--- config.mk ---
export PLATFORM = sky130hd
export DESIGN_NAME = panel_delay_setting_controller_core
export DESIGN_NICKNAME = d
export VERILOG_FILES = /design/src/hw/rtl/pdsc_pkg.sv /design/src/hw/rtl/pdsc_datapath.sv /design/src/hw/rtl/pdsc_ctrl.sv /design/src/hw/rtl/panel_delay_setting_controller_core.sv
export SDC_FILE = /design/constraint.sdc
export NUM_CORES = 2
export LEC_CHECK = 0
export BUFFER_PORTS_ARGS = -buffer_cell sky130_fd_sc_hd__buf_2
export CAP_MARGIN = 20
export CORE_MARGIN = 1.5
export CORE_UTILIZATION = 35
export DETAILED_ROUTE_END_ITERATION = 12
export PLACE_DENSITY = 0.52
export SYNTH_ARGS = -nofsm -noshare
export SYNTH_HDL_FRONTEND = slang
export SYNTH_SLANG_ARGS = --single-unit
--- constraint.sdc ---
create_clock -name aclk -period 13.35 [get_ports aclk]
set_clock_uncertainty 0.1 [all_clocks]
set_input_delay 0.6675 -clock aclk [delete_from_list [all_inputs] [get_ports aclk]]
set_output_delay 0.6675 -clock aclk [all_outputs]
set_load 0.1 [all_outputs]
--- src/hw/rtl/pdsc_pkg.sv ---
// shared types, constants and lookup functions of the panel delay setting controller
// no dependencies; imported by the controller, the datapath and the top level
`timescale 1ns / 1ps

package pdsc_pkg;

    // debounce ring
    localparam int DEBOUNCE_DEPTH = 10;
    localparam int RING_IDX_W = (DEBOUNCE_DEPTH > 1) ? $clog2(DEBOUNCE_DEPTH) : 1;

    // field widths
    localparam int SW_W      = 6;
    localparam int BTN_W     = 4;
    localparam int ENC_W     = 2;
    localparam int SET_W     = 10;
    localparam int COEFF_W   = 32;
    localparam int PROD_W    = SET_W + COEFF_W;
    localparam int ACC_W     = PROD_W + 2;
    localparam int DELAY_W   = 24;
    localparam int Q_SHIFT   = 10;
    localparam int IDLE_W    = 16;
    localparam int DIV_W     = 8;
    localparam int MODE_W    = 8;
    localparam int SEG_W     = 7;
    localparam int WE_W      = 2;
    localparam int DIGIT_W   = 4;
    localparam int WRAP_W    = SET_W + 2;
    localparam int IN_DATA_W = 8;
    localparam int OUT_DATA_W = 3 * SEG_W + WE_W + DELAY_W + 1;

    // three settings: frames, lines, samples; also three decimal digits
    localparam int NUM_SETTINGS = 3;
    localparam logic [1:0] LAST_STEP = 2'(NUM_SETTINGS - 1);

    // decimal split: x / 10 == (x * 205) >> 11 for x below 1029
    localparam int RECIP10       = 205;
    localparam int RECIP_SHIFT   = 11;
    localparam int RECIP_W       = 8;
    localparam int QPROD_W       = SET_W + RECIP_W;
    localparam int QUOT_W        = QPROD_W - RECIP_SHIFT;

    // fixed offset subtracted from the Q10 sum
    localparam logic [ACC_W-1:0] DELAY_OFFSET = ACC_W'(5 << Q_SHIFT);
    localparam logic [COEFF_W-1:0] Q10_ONE    = COEFF_W'(1 << Q_SHIFT);

    // modes
    localparam logic [MODE_W-1:0] MODE_FRAMES  = 8'd0;
    localparam logic [MODE_W-1:0] MODE_LINES   = 8'd1;
    localparam logic [MODE_W-1:0] MODE_SAMPLES = 8'd2;
    localparam logic [MODE_W-1:0] MODE_SELECT  = 8'd4;
    localparam logic [MODE_W-1:0] MODE_INIT    = 8'd254;
    localparam logic [MODE_W-1:0] MODE_NONE    = 8'd255;

    // single-button patterns (after inversion)
    localparam logic [BTN_W-1:0] BTN_CONFIRM = 4'b1000;
    localparam logic [BTN_W-1:0] BTN_FRAMES  = 4'b0100;
    localparam logic [BTN_W-1:0] BTN_LINES   = 4'b0010;
    localparam logic [BTN_W-1:0] BTN_SAMPLES = 4'b0001;

    localparam logic [WE_W-1:0] WE_OFF = 2'b00;
    localparam logic [WE_W-1:0] WE_ON  = 2'b11;

    // configuration register indexes
    localparam int CFG_IDX_W = 3;
    localparam logic [CFG_IDX_W-1:0] CFG_FRAMES_MAX   = 3'd0;
    localparam logic [CFG_IDX_W-1:0] CFG_LINES_MAX    = 3'd1;
    localparam logic [CFG_IDX_W-1:0] CFG_SAMPLES_MAX  = 3'd2;
    localparam logic [CFG_IDX_W-1:0] CFG_FRAME_COEFF  = 3'd3;
    localparam logic [CFG_IDX_W-1:0] CFG_LINE_COEFF   = 3'd4;
    localparam logic [CFG_IDX_W-1:0] CFG_IDLE_TIMEOUT = 3'd5;
    localparam logic [CFG_IDX_W-1:0] CFG_SAMPLE_DIV   = 3'd6;

    // configuration reset values
    localparam logic [SET_W-1:0]   RST_FRAMES_MAX   = 10'd42;
    localparam logic [SET_W-1:0]   RST_LINES_MAX    = 10'd625;
    localparam logic [SET_W-1:0]   RST_SAMPLES_MAX  = 10'd615;
    localparam logic [COEFF_W-1:0] RST_FRAME_COEFF  = 32'd393841254;
    localparam logic [COEFF_W-1:0] RST_LINE_COEFF   = 32'd630130;
    localparam logic [IDLE_W-1:0]  RST_IDLE_TIMEOUT = 16'd8000;
    localparam logic [DIV_W-1:0]   RST_SAMPLE_DIV   = 8'd4;

    // segment patterns, gcedfab
    localparam logic [SEG_W-1:0] SEG_BLANK = 7'h00;
    localparam logic [SEG_W-1:0] SEG_DASH  = 7'h40;

    function automatic logic [SEG_W-1:0] seg_of_digit(input logic [DIGIT_W-1:0] d);
        logic [SEG_W-1:0] s;
        case (d)
            4'd0:    s = 7'h3F;
            4'd1:    s = 7'h21;
            4'd2:    s = 7'h5B;
            4'd3:    s = 7'h6B;
            4'd4:    s = 7'h65;
            4'd5:    s = 7'h6E;
            4'd6:    s = 7'h7E;
            4'd7:    s = 7'h23;
            4'd8:    s = 7'h7F;
            4'd9:    s = 7'h6F;
            default: s = SEG_BLANK;
        endcase
        return s;
    endfunction

    function automatic logic [SEG_W-1:0] seg_of_mode(input logic [MODE_W-1:0] m);
        logic [SEG_W-1:0] s;
        case (m)
            MODE_FRAMES:  s = 7'b1010110;
            MODE_LINES:   s = 7'b0011100;
            MODE_SAMPLES: s = 7'b1110101;
            default:      s = SEG_BLANK;
        endcase
        return s;
    endfunction

    // controller to datapath
    typedef struct packed {
        logic       capture;
        logic       sample;
        logic       debounce;
        logic       button;
        logic       encoder;
        logic       mul;
        logic       accum;
        logic       scale;
        logic       sat;
        logic       timeout;
        logic       divide;
        logic       digit;
        logic [1:0] step;
        logic       emit;
    } pdsc_cmd_t;

    // datapath to controller
    typedef struct packed {
        logic enc_change;
        logic out_free;
    } pdsc_status_t;

endpackage

--- src/hw/rtl/pdsc_datapath.sv ---
// datapath: config registers, debounce ring, mode logic, shared multiplier,
// delay accumulator, decimal digit splitter and output word register; uses pdsc_pkg
`timescale 1ns / 1ps

module pdsc_datapath
    import pdsc_pkg::*;
(
    input  logic                   aclk,
    input  logic                   aresetn,
    input  pdsc_cmd_t              cmd,
    output pdsc_status_t           status,
    input  logic                   cfg_valid,
    input  logic [CFG_IDX_W-1:0]   cfg_index,
    input  logic [COEFF_W-1:0]     cfg_data,
    input  logic [SW_W-1:0]        pins,
    output logic                   m_tvalid,
    input  logic                   m_tready,
    output logic [OUT_DATA_W-1:0]  m_tdata
);

    // configuration
    logic [SET_W-1:0]   frames_max_reg, lines_max_reg, samples_max_reg;
    logic [COEFF_W-1:0] frame_coeff_reg, line_coeff_reg;
    logic [IDLE_W-1:0]  idle_timeout_reg;
    logic [DIV_W-1:0]   sample_div_reg;

    // tick state
    logic [SW_W-1:0]       pins_reg;
    logic [SW_W-1:0]       ring_reg [DEBOUNCE_DEPTH];
    logic [RING_IDX_W-1:0] ring_pos_reg, ring_pos_next;
    logic [SW_W-1:0]       deb_reg, deb_next;
    logic [DIV_W-1:0]      phase_reg, phase_next;
    logic [MODE_W-1:0]     cur_mode_reg, pend_mode_reg;
    logic [BTN_W-1:0]      prev_btn_reg;
    logic [ENC_W-1:0]      prev_enc_reg;
    logic [WE_W-1:0]       we_reg;
    logic [SET_W-1:0]      setting_reg [NUM_SETTINGS];
    logic [DELAY_W-1:0]    delay_reg;
    logic [IDLE_W-1:0]     idle_reg;
    logic                  btn_event_reg;
    logic                  send_reg;

    // arithmetic
    logic [PROD_W-1:0]   prod_reg, prod_next;
    logic [ACC_W-1:0]    acc_reg;
    logic [SET_W-1:0]    dval_reg;
    logic [QUOT_W-1:0]   quot_reg;
    logic [DIGIT_W-1:0]  digit_reg [NUM_SETTINGS];

    logic                  m_tvalid_reg;
    logic [OUT_DATA_W-1:0] m_tdata_reg;

    logic [BTN_W-1:0]  buttons;
    logic [ENC_W-1:0]  enc;
    logic [1:0]        cur_sel;
    logic [SET_W-1:0]  cur_setting;
    logic [SET_W-1:0]  cur_limit;
    logic [SET_W-1:0]  wrapped;
    logic [SET_W-1:0]  mul_a;
    logic [COEFF_W-1:0] mul_b;
    logic [SET_W-1:0]  dig_src;
    logic [QPROD_W-1:0] qprod;
    logic [SET_W-1:0]  rem;
    logic [SEG_W-1:0]  seg_u, seg_t, seg_h;
    logic [DIV_W:0]    phase_inc;
    logic [DIV_W-1:0]  div_eff;

    assign buttons = ~deb_reg[SW_W-1:ENC_W];
    assign enc     = deb_reg[ENC_W-1:0];

    // current mode as a setting index, clamped into the array
    always_comb begin
        case (cur_mode_reg)
            MODE_FRAMES: cur_sel = 2'd0;
            MODE_LINES:  cur_sel = 2'd1;
            default:     cur_sel = 2'd2;
        endcase
    end

    assign cur_setting = setting_reg[cur_sel];

    always_comb begin
        case (cur_sel)
            2'd0:    cur_limit = frames_max_reg;
            2'd1:    cur_limit = lines_max_reg;
            default: cur_limit = samples_max_reg;
        endcase
    end

    assign status.enc_change = (cur_mode_reg <= MODE_SELECT) && (enc != prev_enc_reg);
    assign status.out_free   = !m_tvalid_reg || m_tready;

    // encoder step with a single modular correction
    always_comb begin
        logic signed [WRAP_W-1:0] v;
        logic signed [WRAP_W-1:0] step;
        logic signed [WRAP_W-1:0] lim;
        v    = signed'({2'b00, cur_setting});
        lim  = signed'({2'b00, cur_limit});
        step = (deb_reg[4:2] != 3'b111) ? WRAP_W'(10) : WRAP_W'(1);
        if (enc[0] && !prev_enc_reg[0]) begin
            if (enc[1]) begin
                v = v + step;
            end else begin
                v = v - step;
            end
        end
        if (v < 0) begin
            v = v + lim + WRAP_W'(1);
        end
        if (v > lim) begin
            v = v - lim - WRAP_W'(1);
        end
        wrapped = v[SET_W-1:0];
    end

    // shared multiplier operands
    always_comb begin
        case (cmd.step)
            2'd0: begin
                mul_a = setting_reg[0];
                mul_b = frame_coeff_reg;
            end
            2'd1: begin
                mul_a = setting_reg[1];
                mul_b = line_coeff_reg;
            end
            default: begin
                mul_a = setting_reg[2];
                mul_b = Q10_ONE;
            end
        endcase
    end

    assign prod_next = {{COEFF_W{1'b0}}, mul_a} * {{SET_W{1'b0}}, mul_b};

    // decimal digit split, one digit per divide and digit pair
    assign dig_src = (cmd.step == 2'd0) ? cur_setting : dval_reg;
    assign qprod   = {{RECIP_W{1'b0}}, dig_src} * QPROD_W'(RECIP10);
    assign rem     = dval_reg - {quot_reg, 3'b000} - {2'b00, quot_reg, 1'b0};

    // sample phase
    assign div_eff   = (sample_div_reg == '0) ? DIV_W'(1) : sample_div_reg;
    assign phase_inc = {1'b0, phase_reg} + (DIV_W + 1)'(1);
    assign phase_next = (phase_inc >= {1'b0, div_eff}) ? '0 : phase_inc[DIV_W-1:0];

    assign ring_pos_next = (ring_pos_reg == RING_IDX_W'(DEBOUNCE_DEPTH - 1)) ? '0
                                                                            : ring_pos_reg + 1'b1;

    always_comb begin
        deb_next = '1;
        for (int i = 0; i < DEBOUNCE_DEPTH; i++) begin
            deb_next = deb_next & ring_reg[i];
        end
    end

    // display selection
    always_comb begin
        seg_u = SEG_BLANK;
        seg_t = SEG_BLANK;
        seg_h = SEG_BLANK;
        if (cur_mode_reg < MODE_SELECT && cur_mode_reg != 8'd3) begin
            seg_u = seg_of_digit(digit_reg[0]);
            seg_t = seg_of_digit(digit_reg[1]);
            seg_h = seg_of_digit(digit_reg[2]);
        end else if (cur_mode_reg == MODE_NONE) begin
            seg_u = SEG_DASH;
            seg_t = SEG_DASH;
            seg_h = SEG_DASH;
        end else if (cur_mode_reg == MODE_INIT) begin
            seg_t = seg_of_digit(4'd0);
            seg_h = seg_of_digit(4'd1);
        end else if (cur_mode_reg == MODE_SELECT) begin
            seg_t = seg_of_mode(pend_mode_reg);
        end else begin
            seg_t = SEG_DASH;
        end
    end

    // configuration writes
    always_ff @(posedge aclk) begin
        if (!aresetn) begin
            frames_max_reg   <= RST_FRAMES_MAX;
            lines_max_reg    <= RST_LINES_MAX;
            samples_max_reg  <= RST_SAMPLES_MAX;
            frame_coeff_reg  <= RST_FRAME_COEFF;
            line_coeff_reg   <= RST_LINE_COEFF;
            idle_timeout_reg <= RST_IDLE_TIMEOUT;
            sample_div_reg   <= RST_SAMPLE_DIV;
        end else if (cfg_valid) begin
            case (cfg_index)
                CFG_FRAMES_MAX:   frames_max_reg   <= cfg_data[SET_W-1:0];
                CFG_LINES_MAX:    lines_max_reg    <= cfg_data[SET_W-1:0];
                CFG_SAMPLES_MAX:  samples_max_reg  <= cfg_data[SET_W-1:0];
                CFG_FRAME_COEFF:  frame_coeff_reg  <= cfg_data;
                CFG_LINE_COEFF:   line_coeff_reg   <= cfg_data;
                CFG_IDLE_TIMEOUT: idle_timeout_reg <= cfg_data[IDLE_W-1:0];
                CFG_SAMPLE_DIV:   sample_div_reg   <= cfg_data[DIV_W-1:0];
                default: ;
            endcase
        end
    end

    // tick state
    always_ff @(posedge aclk) begin
        if (!aresetn) begin
            for (int i = 0; i < DEBOUNCE_DEPTH; i++) begin
                ring_reg[i] <= '0;
            end
            for (int i = 0; i < NUM_SETTINGS; i++) begin
                setting_reg[i] <= '0;
            end
            ring_pos_reg  <= '0;
            deb_reg       <= '0;
            phase_reg     <= '0;
            cur_mode_reg  <= MODE_INIT;
            pend_mode_reg <= MODE_NONE;
            prev_btn_reg  <= '0;
            prev_enc_reg  <= '0;
            we_reg        <= WE_OFF;
            delay_reg     <= '0;
            idle_reg      <= '0;
            btn_event_reg <= 1'b0;
            send_reg      <= 1'b0;
        end else begin
            if (cmd.sample) begin
                if (phase_reg == '0) begin
                    ring_reg[ring_pos_reg] <= pins_reg;
                    ring_pos_reg           <= ring_pos_next;
                end
                phase_reg <= phase_next;
            end

            if (cmd.debounce) begin
                deb_reg <= deb_next;
            end

            if (cmd.button) begin
                btn_event_reg <= 1'b0;
                if (buttons != prev_btn_reg) begin
                    prev_btn_reg <= buttons;
                    if (buttons != '0) begin
                        btn_event_reg <= 1'b1;
                        cur_mode_reg  <= MODE_SELECT;
                        case (buttons)
                            BTN_CONFIRM: begin
                                cur_mode_reg <= pend_mode_reg;
                                we_reg       <= (we_reg != WE_OFF) ? WE_OFF : WE_ON;
                            end
                            BTN_FRAMES:  pend_mode_reg <= MODE_FRAMES;
                            BTN_LINES:   pend_mode_reg <= MODE_LINES;
                            BTN_SAMPLES: pend_mode_reg <= MODE_SAMPLES;
                            default:     pend_mode_reg <= MODE_NONE;
                        endcase
                    end
                end
            end

            if (cmd.encoder) begin
                send_reg <= status.enc_change;
                if (status.enc_change) begin
                    prev_enc_reg <= enc;
                    if (cur_mode_reg < 8'd3) begin
                        setting_reg[cur_sel] <= wrapped;
                    end
                end
            end

            if (cmd.sat) begin
                delay_reg <= (acc_reg[ACC_W-1:DELAY_W+Q_SHIFT] != '0)
                           ? '1 : acc_reg[DELAY_W+Q_SHIFT-1:Q_SHIFT];
            end

            if (cmd.timeout) begin
                if (btn_event_reg) begin
                    idle_reg <= '0;
                end else if (idle_reg >= idle_timeout_reg) begin
                    idle_reg     <= '0;
                    cur_mode_reg <= pend_mode_reg;
                    send_reg     <= 1'b1;
                end else begin
                    idle_reg <= idle_reg + 1'b1;
                end
            end
        end
    end

    // arithmetic payload, no reset needed
    always_ff @(posedge aclk) begin
        if (cmd.capture) begin
            pins_reg <= pins;
        end
        if (cmd.encoder) begin
            prod_reg <= '0;
            acc_reg  <= '0;
        end
        if (cmd.mul) begin
            prod_reg <= prod_next;
        end
        if (cmd.mul || cmd.accum) begin
            acc_reg <= acc_reg + {2'b00, prod_reg};
        end
        if (cmd.scale && acc_reg > DELAY_OFFSET) begin
            acc_reg <= acc_reg - DELAY_OFFSET;
        end
        if (cmd.divide) begin
            dval_reg <= dig_src;
            quot_reg <= qprod[QPROD_W-1:RECIP_SHIFT];
        end
        if (cmd.digit) begin
            digit_reg[cmd.step] <= rem[DIGIT_W-1:0];
            dval_reg            <= {{(SET_W-QUOT_W){1'b0}}, quot_reg};
        end
        if (cmd.emit) begin
            m_tdata_reg <= {send_reg, delay_reg, we_reg, seg_h, seg_t, seg_u};
        end
    end

    // output word register
    always_ff @(posedge aclk) begin
        if (!aresetn) begin
            m_tvalid_reg <= 1'b0;
        end else if (cmd.emit) begin
            m_tvalid_reg <= 1'b1;
        end else if (m_tready) begin
            m_tvalid_reg <= 1'b0;
        end
    end

    assign m_tvalid = m_tvalid_reg;
    assign m_tdata  = m_tdata_reg;

endmodule

--- src/hw/rtl/pdsc_ctrl.sv ---
// controller: one-hot sequencer that walks each tick through the datapath steps
// uses pdsc_pkg for the command and status structs
`timescale 1ns / 1ps

module pdsc_ctrl
    import pdsc_pkg::*;
(
    input  logic         aclk,
    input  logic         aresetn,
    input  logic         s_tvalid,
    output logic         s_tready,
    input  pdsc_status_t status,
    output pdsc_cmd_t    cmd
);

    typedef enum logic [12:0] {
        S_IDLE     = 13'b0000000000001,
        S_SAMPLE   = 13'b0000000000010,
        S_DEBOUNCE = 13'b0000000000100,
        S_BUTTON   = 13'b0000000001000,
        S_ENCODER  = 13'b0000000010000,
        S_MUL      = 13'b0000000100000,
        S_ACC      = 13'b0000001000000,
        S_SCALE    = 13'b0000010000000,
        S_SAT      = 13'b0000100000000,
        S_TIMEOUT  = 13'b0001000000000,
        S_DIVIDE   = 13'b0010000000000,
        S_DIGIT    = 13'b0100000000000,
        S_EMIT     = 13'b1000000000000
    } ctrl_state_t;

    ctrl_state_t state_reg, state_next;
    logic [1:0]  step_reg, step_next;

    always_comb begin
        state_next = state_reg;
        step_next  = step_reg;
        cmd        = '0;
        cmd.step   = step_reg;
        case (state_reg)
            S_IDLE: begin
                if (s_tvalid) begin
                    cmd.capture = 1'b1;
                    state_next  = S_SAMPLE;
                end
            end
            S_SAMPLE: begin
                cmd.sample = 1'b1;
                state_next = S_DEBOUNCE;
            end
            S_DEBOUNCE: begin
                cmd.debounce = 1'b1;
                state_next   = S_BUTTON;
            end
            S_BUTTON: begin
                cmd.button = 1'b1;
                state_next = S_ENCODER;
            end
            S_ENCODER: begin
                cmd.encoder = 1'b1;
                step_next   = '0;
                state_next  = status.enc_change ? S_MUL : S_TIMEOUT;
            end
            S_MUL: begin
                cmd.mul = 1'b1;
                if (step_reg == LAST_STEP) begin
                    step_next  = '0;
                    state_next = S_ACC;
                end else begin
                    step_next = step_reg + 1'b1;
                end
            end
            S_ACC: begin
                cmd.accum  = 1'b1;
                state_next = S_SCALE;
            end
            S_SCALE: begin
                cmd.scale  = 1'b1;
                state_next = S_SAT;
            end
            S_SAT: begin
                cmd.sat    = 1'b1;
                state_next = S_TIMEOUT;
            end
            S_TIMEOUT: begin
                cmd.timeout = 1'b1;
                step_next   = '0;
                state_next  = S_DIVIDE;
            end
            S_DIVIDE: begin
                cmd.divide = 1'b1;
                state_next = S_DIGIT;
            end
            S_DIGIT: begin
                cmd.digit = 1'b1;
                if (step_reg == LAST_STEP) begin
                    step_next  = '0;
                    state_next = S_EMIT;
                end else begin
                    step_next  = step_reg + 1'b1;
                    state_next = S_DIVIDE;
                end
            end
            S_EMIT: begin
                // wait here while the previous word is still held
                if (status.out_free) begin
                    cmd.emit   = 1'b1;
                    state_next = S_IDLE;
                end
            end
            default: begin
                state_next = S_IDLE;
            end
        endcase
    end

    always_ff @(posedge aclk) begin
        if (!aresetn) begin
            state_reg <= S_IDLE;
            step_reg  <= '0;
        end else begin
            state_reg <= state_next;
            step_reg  <= step_next;
        end
    end

    assign s_tready = (state_reg == S_IDLE);

endmodule

--- src/hw/rtl/panel_delay_setting_controller_core.sv ---
// channel   | dir | handshake          | word
// s_        | in  | s_tvalid/s_tready  | one timer tick: switch pin levels
// m_        | out | m_tvalid/m_tready  | display segments, write enable, delay, send flag
// cfg_      | in  | cfg_valid/cfg_ready| register index and write data
//
// a tick runs from the accept through sample, debounce, button, encoder, timeout, the
// decimal digit split and emit; when the encoder moved, the delay is recomputed through the
// shared 10x32 multiplier (three products, then offset and saturation) before timeout,
// and the decimal digit split runs on every tick.
// the result sits in an output register, so the next tick is accepted while it waits;
// a stalled m_ side holds the sequencer only at its final step.
// aresetn is synchronous and active low; configuration is always ready.
//
// top level of the panel delay setting controller; uses pdsc_pkg, pdsc_ctrl, pdsc_datapath
`timescale 1ns / 1ps

module panel_delay_setting_controller_core
    import pdsc_pkg::*;
(
    input  logic                   aclk,
    input  logic                   aresetn,
    input  logic                   s_tvalid,
    output logic                   s_tready,
    input  logic [IN_DATA_W-1:0]   s_tdata,    // [5:0] raw_switches, [7:6] zero
    output logic                   m_tvalid,
    input  logic                   m_tready,
    output logic [OUT_DATA_W-1:0]  m_tdata,    // [6:0] segments_units, [13:7] segments_tens,
                                               // [20:14] segments_hundreds,
                                               // [22:21] write_enable_out,
                                               // [46:23] delay_samples, [47] delay_send
    input  logic                   cfg_valid,
    output logic                   cfg_ready,
    input  logic [CFG_IDX_W-1:0]   cfg_index,
    input  logic [COEFF_W-1:0]     cfg_data
);

    pdsc_cmd_t    cmd;
    pdsc_status_t status;

    assign cfg_ready = 1'b1;

    pdsc_ctrl u_ctrl (
        .aclk     (aclk),
        .aresetn  (aresetn),
        .s_tvalid (s_tvalid),
        .s_tready (s_tready),
        .status   (status),
        .cmd      (cmd)
    );

    pdsc_datapath u_datapath (
        .aclk      (aclk),
        .aresetn   (aresetn),
        .cmd       (cmd),
        .status    (status),
        .cfg_valid (cfg_valid),
        .cfg_index (cfg_index),
        .cfg_data  (cfg_data),
        .pins      (s_tdata[SW_W-1:0]),
        .m_tvalid  (m_tvalid),
        .m_tready  (m_tready),
        .m_tdata   (m_tdata)
    );

endmodule

==> run_results.csv <==
group,metric,value,unit
run_status,status,"completed",
synthesis,synth.distinct_cells,80,
timing,relSlewSlack,0.341,
synthesis,synthCells,3922,
synthesis,ys_dominant_reg_cell,"edfxtp_1",
timing,worst_pin_slew,985,ps
routing,drtPass1Iterations,5,
timing,period_minus_slack,8020,ps
synthesis,synth_edf_count,255,
floorplan,rows,117,
routing,dr_wl_met3,4400,um
floorplan,die_w,322,um
placement,dpl_cell_area,37600,sq um
global_route,grt_pass1_vias,26800,
cells_and_area,drive_above_1_share,0.0808,
critical_path,crit_fanout,46,
clock_network,cts_hold_buf,0,
critical_path,crit_type,"reg -> reg",
worst_hold_path,holdCritPathClass,"in -> reg",
power_and_ir_drop,ir_drop,0.153,mV
routing,viasPerCell,5.02,
timing,fmax,125,MHz
power_and_ir_drop,combinationalPowerShare,0.440,
critical_path,arrival,8260,ps
power_and_ir_drop,pwr-share-clk,0.275,
critical_path,required,13590,ps
timing,hold_slack,99.4,ps
power_and_ir_drop,power_density,139,nW/um^2
synthesis,syn-num-nets,4476,
cells_and_area,nets,4508,
timing,hold_viol,0,
cells_and_area,stdcell_area,39500,sq um
synthesis,ys_seq_area_frac,0.335,
timing,setup_viol,0,
timing,tns,0,ps
clock_network,cts_setup_buffers,0,
critical_path,start_kind,"flip-flop",
floorplan,io_pins,99,
global_route,grt_start_max_net_pins,90,
placement,place_hpwl,70400,um
synthesis,synth-seq-cells,470,
clock_network,cts_buffers,55,
synthesis,syn_avg_cell_area,9.11,sq um
routing,drc_errors,0,
routing,num_vias,26900,
routing,wl_per_cell,17.2,um
power_and_ir_drop,p_switching,2.08,mW
clock_network,cts-root-buf,"clkbuf_16",
clock_network,cts_sinks,470,
timing,min_period_over_period,0.601,
synthesis,synth_area,35700,sq um
cells_and_area,utilization,0.389,
routing,ant_nets,0,
placement,place_congestion,0.872,
routing,drtIter0Drc,1639,
clock_network,path_clk_slew,60,ps
global_route,grt_pass1_wl,148000,um
clock_network,clock_latency,640,ps
power_and_ir_drop,power_leakage,17.0,nW
critical_path,critPathCaptureType,"flip-flop",
clock_network,cts_tree,"done",
global_route,antenna_found_initial,12,
synthesis,yosys_warnings,0,
floorplan,die_area,104000,sq um
floorplan,fp.dieH,322,um
clock_network,h-tree-depth,2,
power_and_ir_drop,p_int,3.40,mW
job,maxCapViolCount,0,
cells_and_area,largest_reg_flops,60,
routing,wl_met2,40800,um
power_and_ir_drop,sw_frac_of_total,0.379,
routing,wl_met1,45300,um
clock_network,ctsResizeCount,0,
routing,top_layer,"met5",
floorplan,placeableCoreArea,101000,sq um
cells_and_area,syn2layout_area_growth,10.5,%
power_and_ir_drop,pwr-share-seq,0.285,
global_route,grt.total_usage,0.178,
timing,report.final.slew_viol_count,0,
floorplan,initial_utilization,0.352,
synthesis,synthArstFlopShare,0,
clock_network,cts_buffer_depth,3,
placement,io_buffers,95,
global_route,overflow,0,
routing,totalWireLength,92400,um
timing,rsz0062_at_grt,"no",
[layout by cell type (no fill, tap or decap), types with 34 or more instances in the layout]
cell,instances
a21oi_1,157
o21ai_0,139
or2_2,35
o22ai_1,35
nor2b_1,39
clkbuf_16,57
xnor2_1,92
buf_4,42
dfxtp_1,212
nand3_1,92
nor3_1,62
inv_1,370
nor2_1,450
fa_1,260
nand2b_1,39
nand2_1,576
buf_2,95
edfxtp_1,255
xor2_1,57
ha_1,246
mux2i_1,80
and2_1,34
a21boi_0,93
a21o_1,66
[per-stage QoR]
| step | power, mW | cells | worst slack (ps) |
|---|---|---|---|
| after floorplan | 3.42 | 3922 | 5840 |
| after global placement | 4.00 | 5261 | 5280 |
| after detailed placement | 3.99 | 5262 | 5270 |
| after CTS | 5.53 | 5363 | 5220 |
| after global routing | 5.91 | 5368 | 4800 |
| final | 5.48 | 5368 | 5330 |
[per-layer routing]
layer | GRT usage | vias up
met5 | 0 | -
met4 | 0.0403 | 16
met3 | 0.0303 | 132
met2 | 0.282 | 524
met1 | 0.252 | 12900
li1 | - | 13400
[cells in the mapped netlist, types with 7 or more instances]
cell type    n  area [sq um]
or2_2       35           219
dfxtp_1    215          4300
nor2_1     452          1700
o31ai_1      8          60.1
a21oi_1    157           786
o21bai_1    18           135
o211ai_1    17           128
nor2b_1     40           250
inv_1      370          1390
mux2i_1     80           801
buf_1       13          48.8
a31oi_1     15          93.8
o21ai_1      7          35.0
xor2_1      57           499
nand2_1    577          2170
nand3_1     93           465
a21boi_0    93           698
and2_1      34           213
o21ai_0    139           696
o221a_2     26           293
a211oi_1    15           113
clkbuf_1   146           548
nand4b_1    22           193
nor3b_1     12          90.1
xnor2_1     92           806
and3_1      30           188
ha_1       246          3080
nor4_1      16           100
o21a_1      24           180
edfxtp_1   255          7660
a21o_1      66           495
nand2b_1    39           244
fa_1       260          5200
o22ai_1     35           219
or3_1       11          68.8
nor3_1      62           310
nand4_1     32           200
mux2_2      14           158
[area by class of cell]
| class | count | area (sq um) |
|---|---|---|
| Fill cell | 10200 | 62000 |
| Multi-Input combinational cell | 2917 | 21800 |
| Sequential cell | 470 | 12000 |
| Tap cell | 1368 | 1710 |
| Clock buffer | 77 | 1570 |
| Inverter | 370 | 1390 |
| Timing Repair Buffer | 140 | 822 |
| Clock inverter | 24 | 244 |
| Antenna cell | 2 | 5.00 |
[critical path, stage by stage, from the launching register on]
cell and delay (ps):
dfxtp_2 310, buf_4 600, mux2i_1 590, o21a_1 240, buf_4 320, nor2_1 110, fa_1 520, fa_1 530
fa_1 520, fa_1 550, inv_1 50, fa_1 530, inv_1 40, ha_1 380, a21oi_1 180, o221ai_1 130
a221oi_1 570, o211ai_1 210, o2111ai_1 190, nor3_1 100, o32a_1 420, a31oi_1 240, xor2_1 170, nor2_1 50
[power groups by stage]
| stage | Sequential, mW | Combinational [mW] | Clock (mW) |
|---|---|---|---|
| 2_1_floorplan | 1.59 | 1.84 | 0 |
| 3_3_place_gp | 1.59 | 2.41 | 0 |
| 3_5_place_dp | 1.59 | 2.40 | 0 |
| 4_1_cts | 1.56 | 2.42 | 1.55 |
| 5_1_grt | 1.56 | 2.74 | 1.61 |
| 6_report | 1.56 | 2.41 | 1.51 |
[cell families after synthesis]
logic type,count (synthesis),synth area share
compound gates,680,0.126
xor+xnor,149,0.0365
fa+ha+maj,506,0.232
buf+inv,535,0.0566
flops,470,0.335
mux,94,0.0268
other cells,1,0.000105
simple gates,1487,0.188
[final timing paths]
path | startpoint | end | slack, ps | cells after the start
min reg2reg | u_datapath.delay_reg[10]$_SDFFE_PN0N_ | u_datapath.m_tdata[33]$_DFFE_PP_ | 330 | 0
max reg2reg | u_ctrl.step_reg[0]$_SDFFE_PN0P_ | u_datapath.prod_reg[40]$_SDFFCE_PN0P_ | 5330 | 23
max | u_ctrl.step_reg[0]$_SDFFE_PN0P_ | u_datapath.prod_reg[40]$_SDFFCE_PN0P_ | 5330 | 23
min | s_tdata[3] | u_datapath.pins_reg[3]$_DFFE_PP_ | 100 | 1
Note: power is estimated with default switching activity, not from simulation.
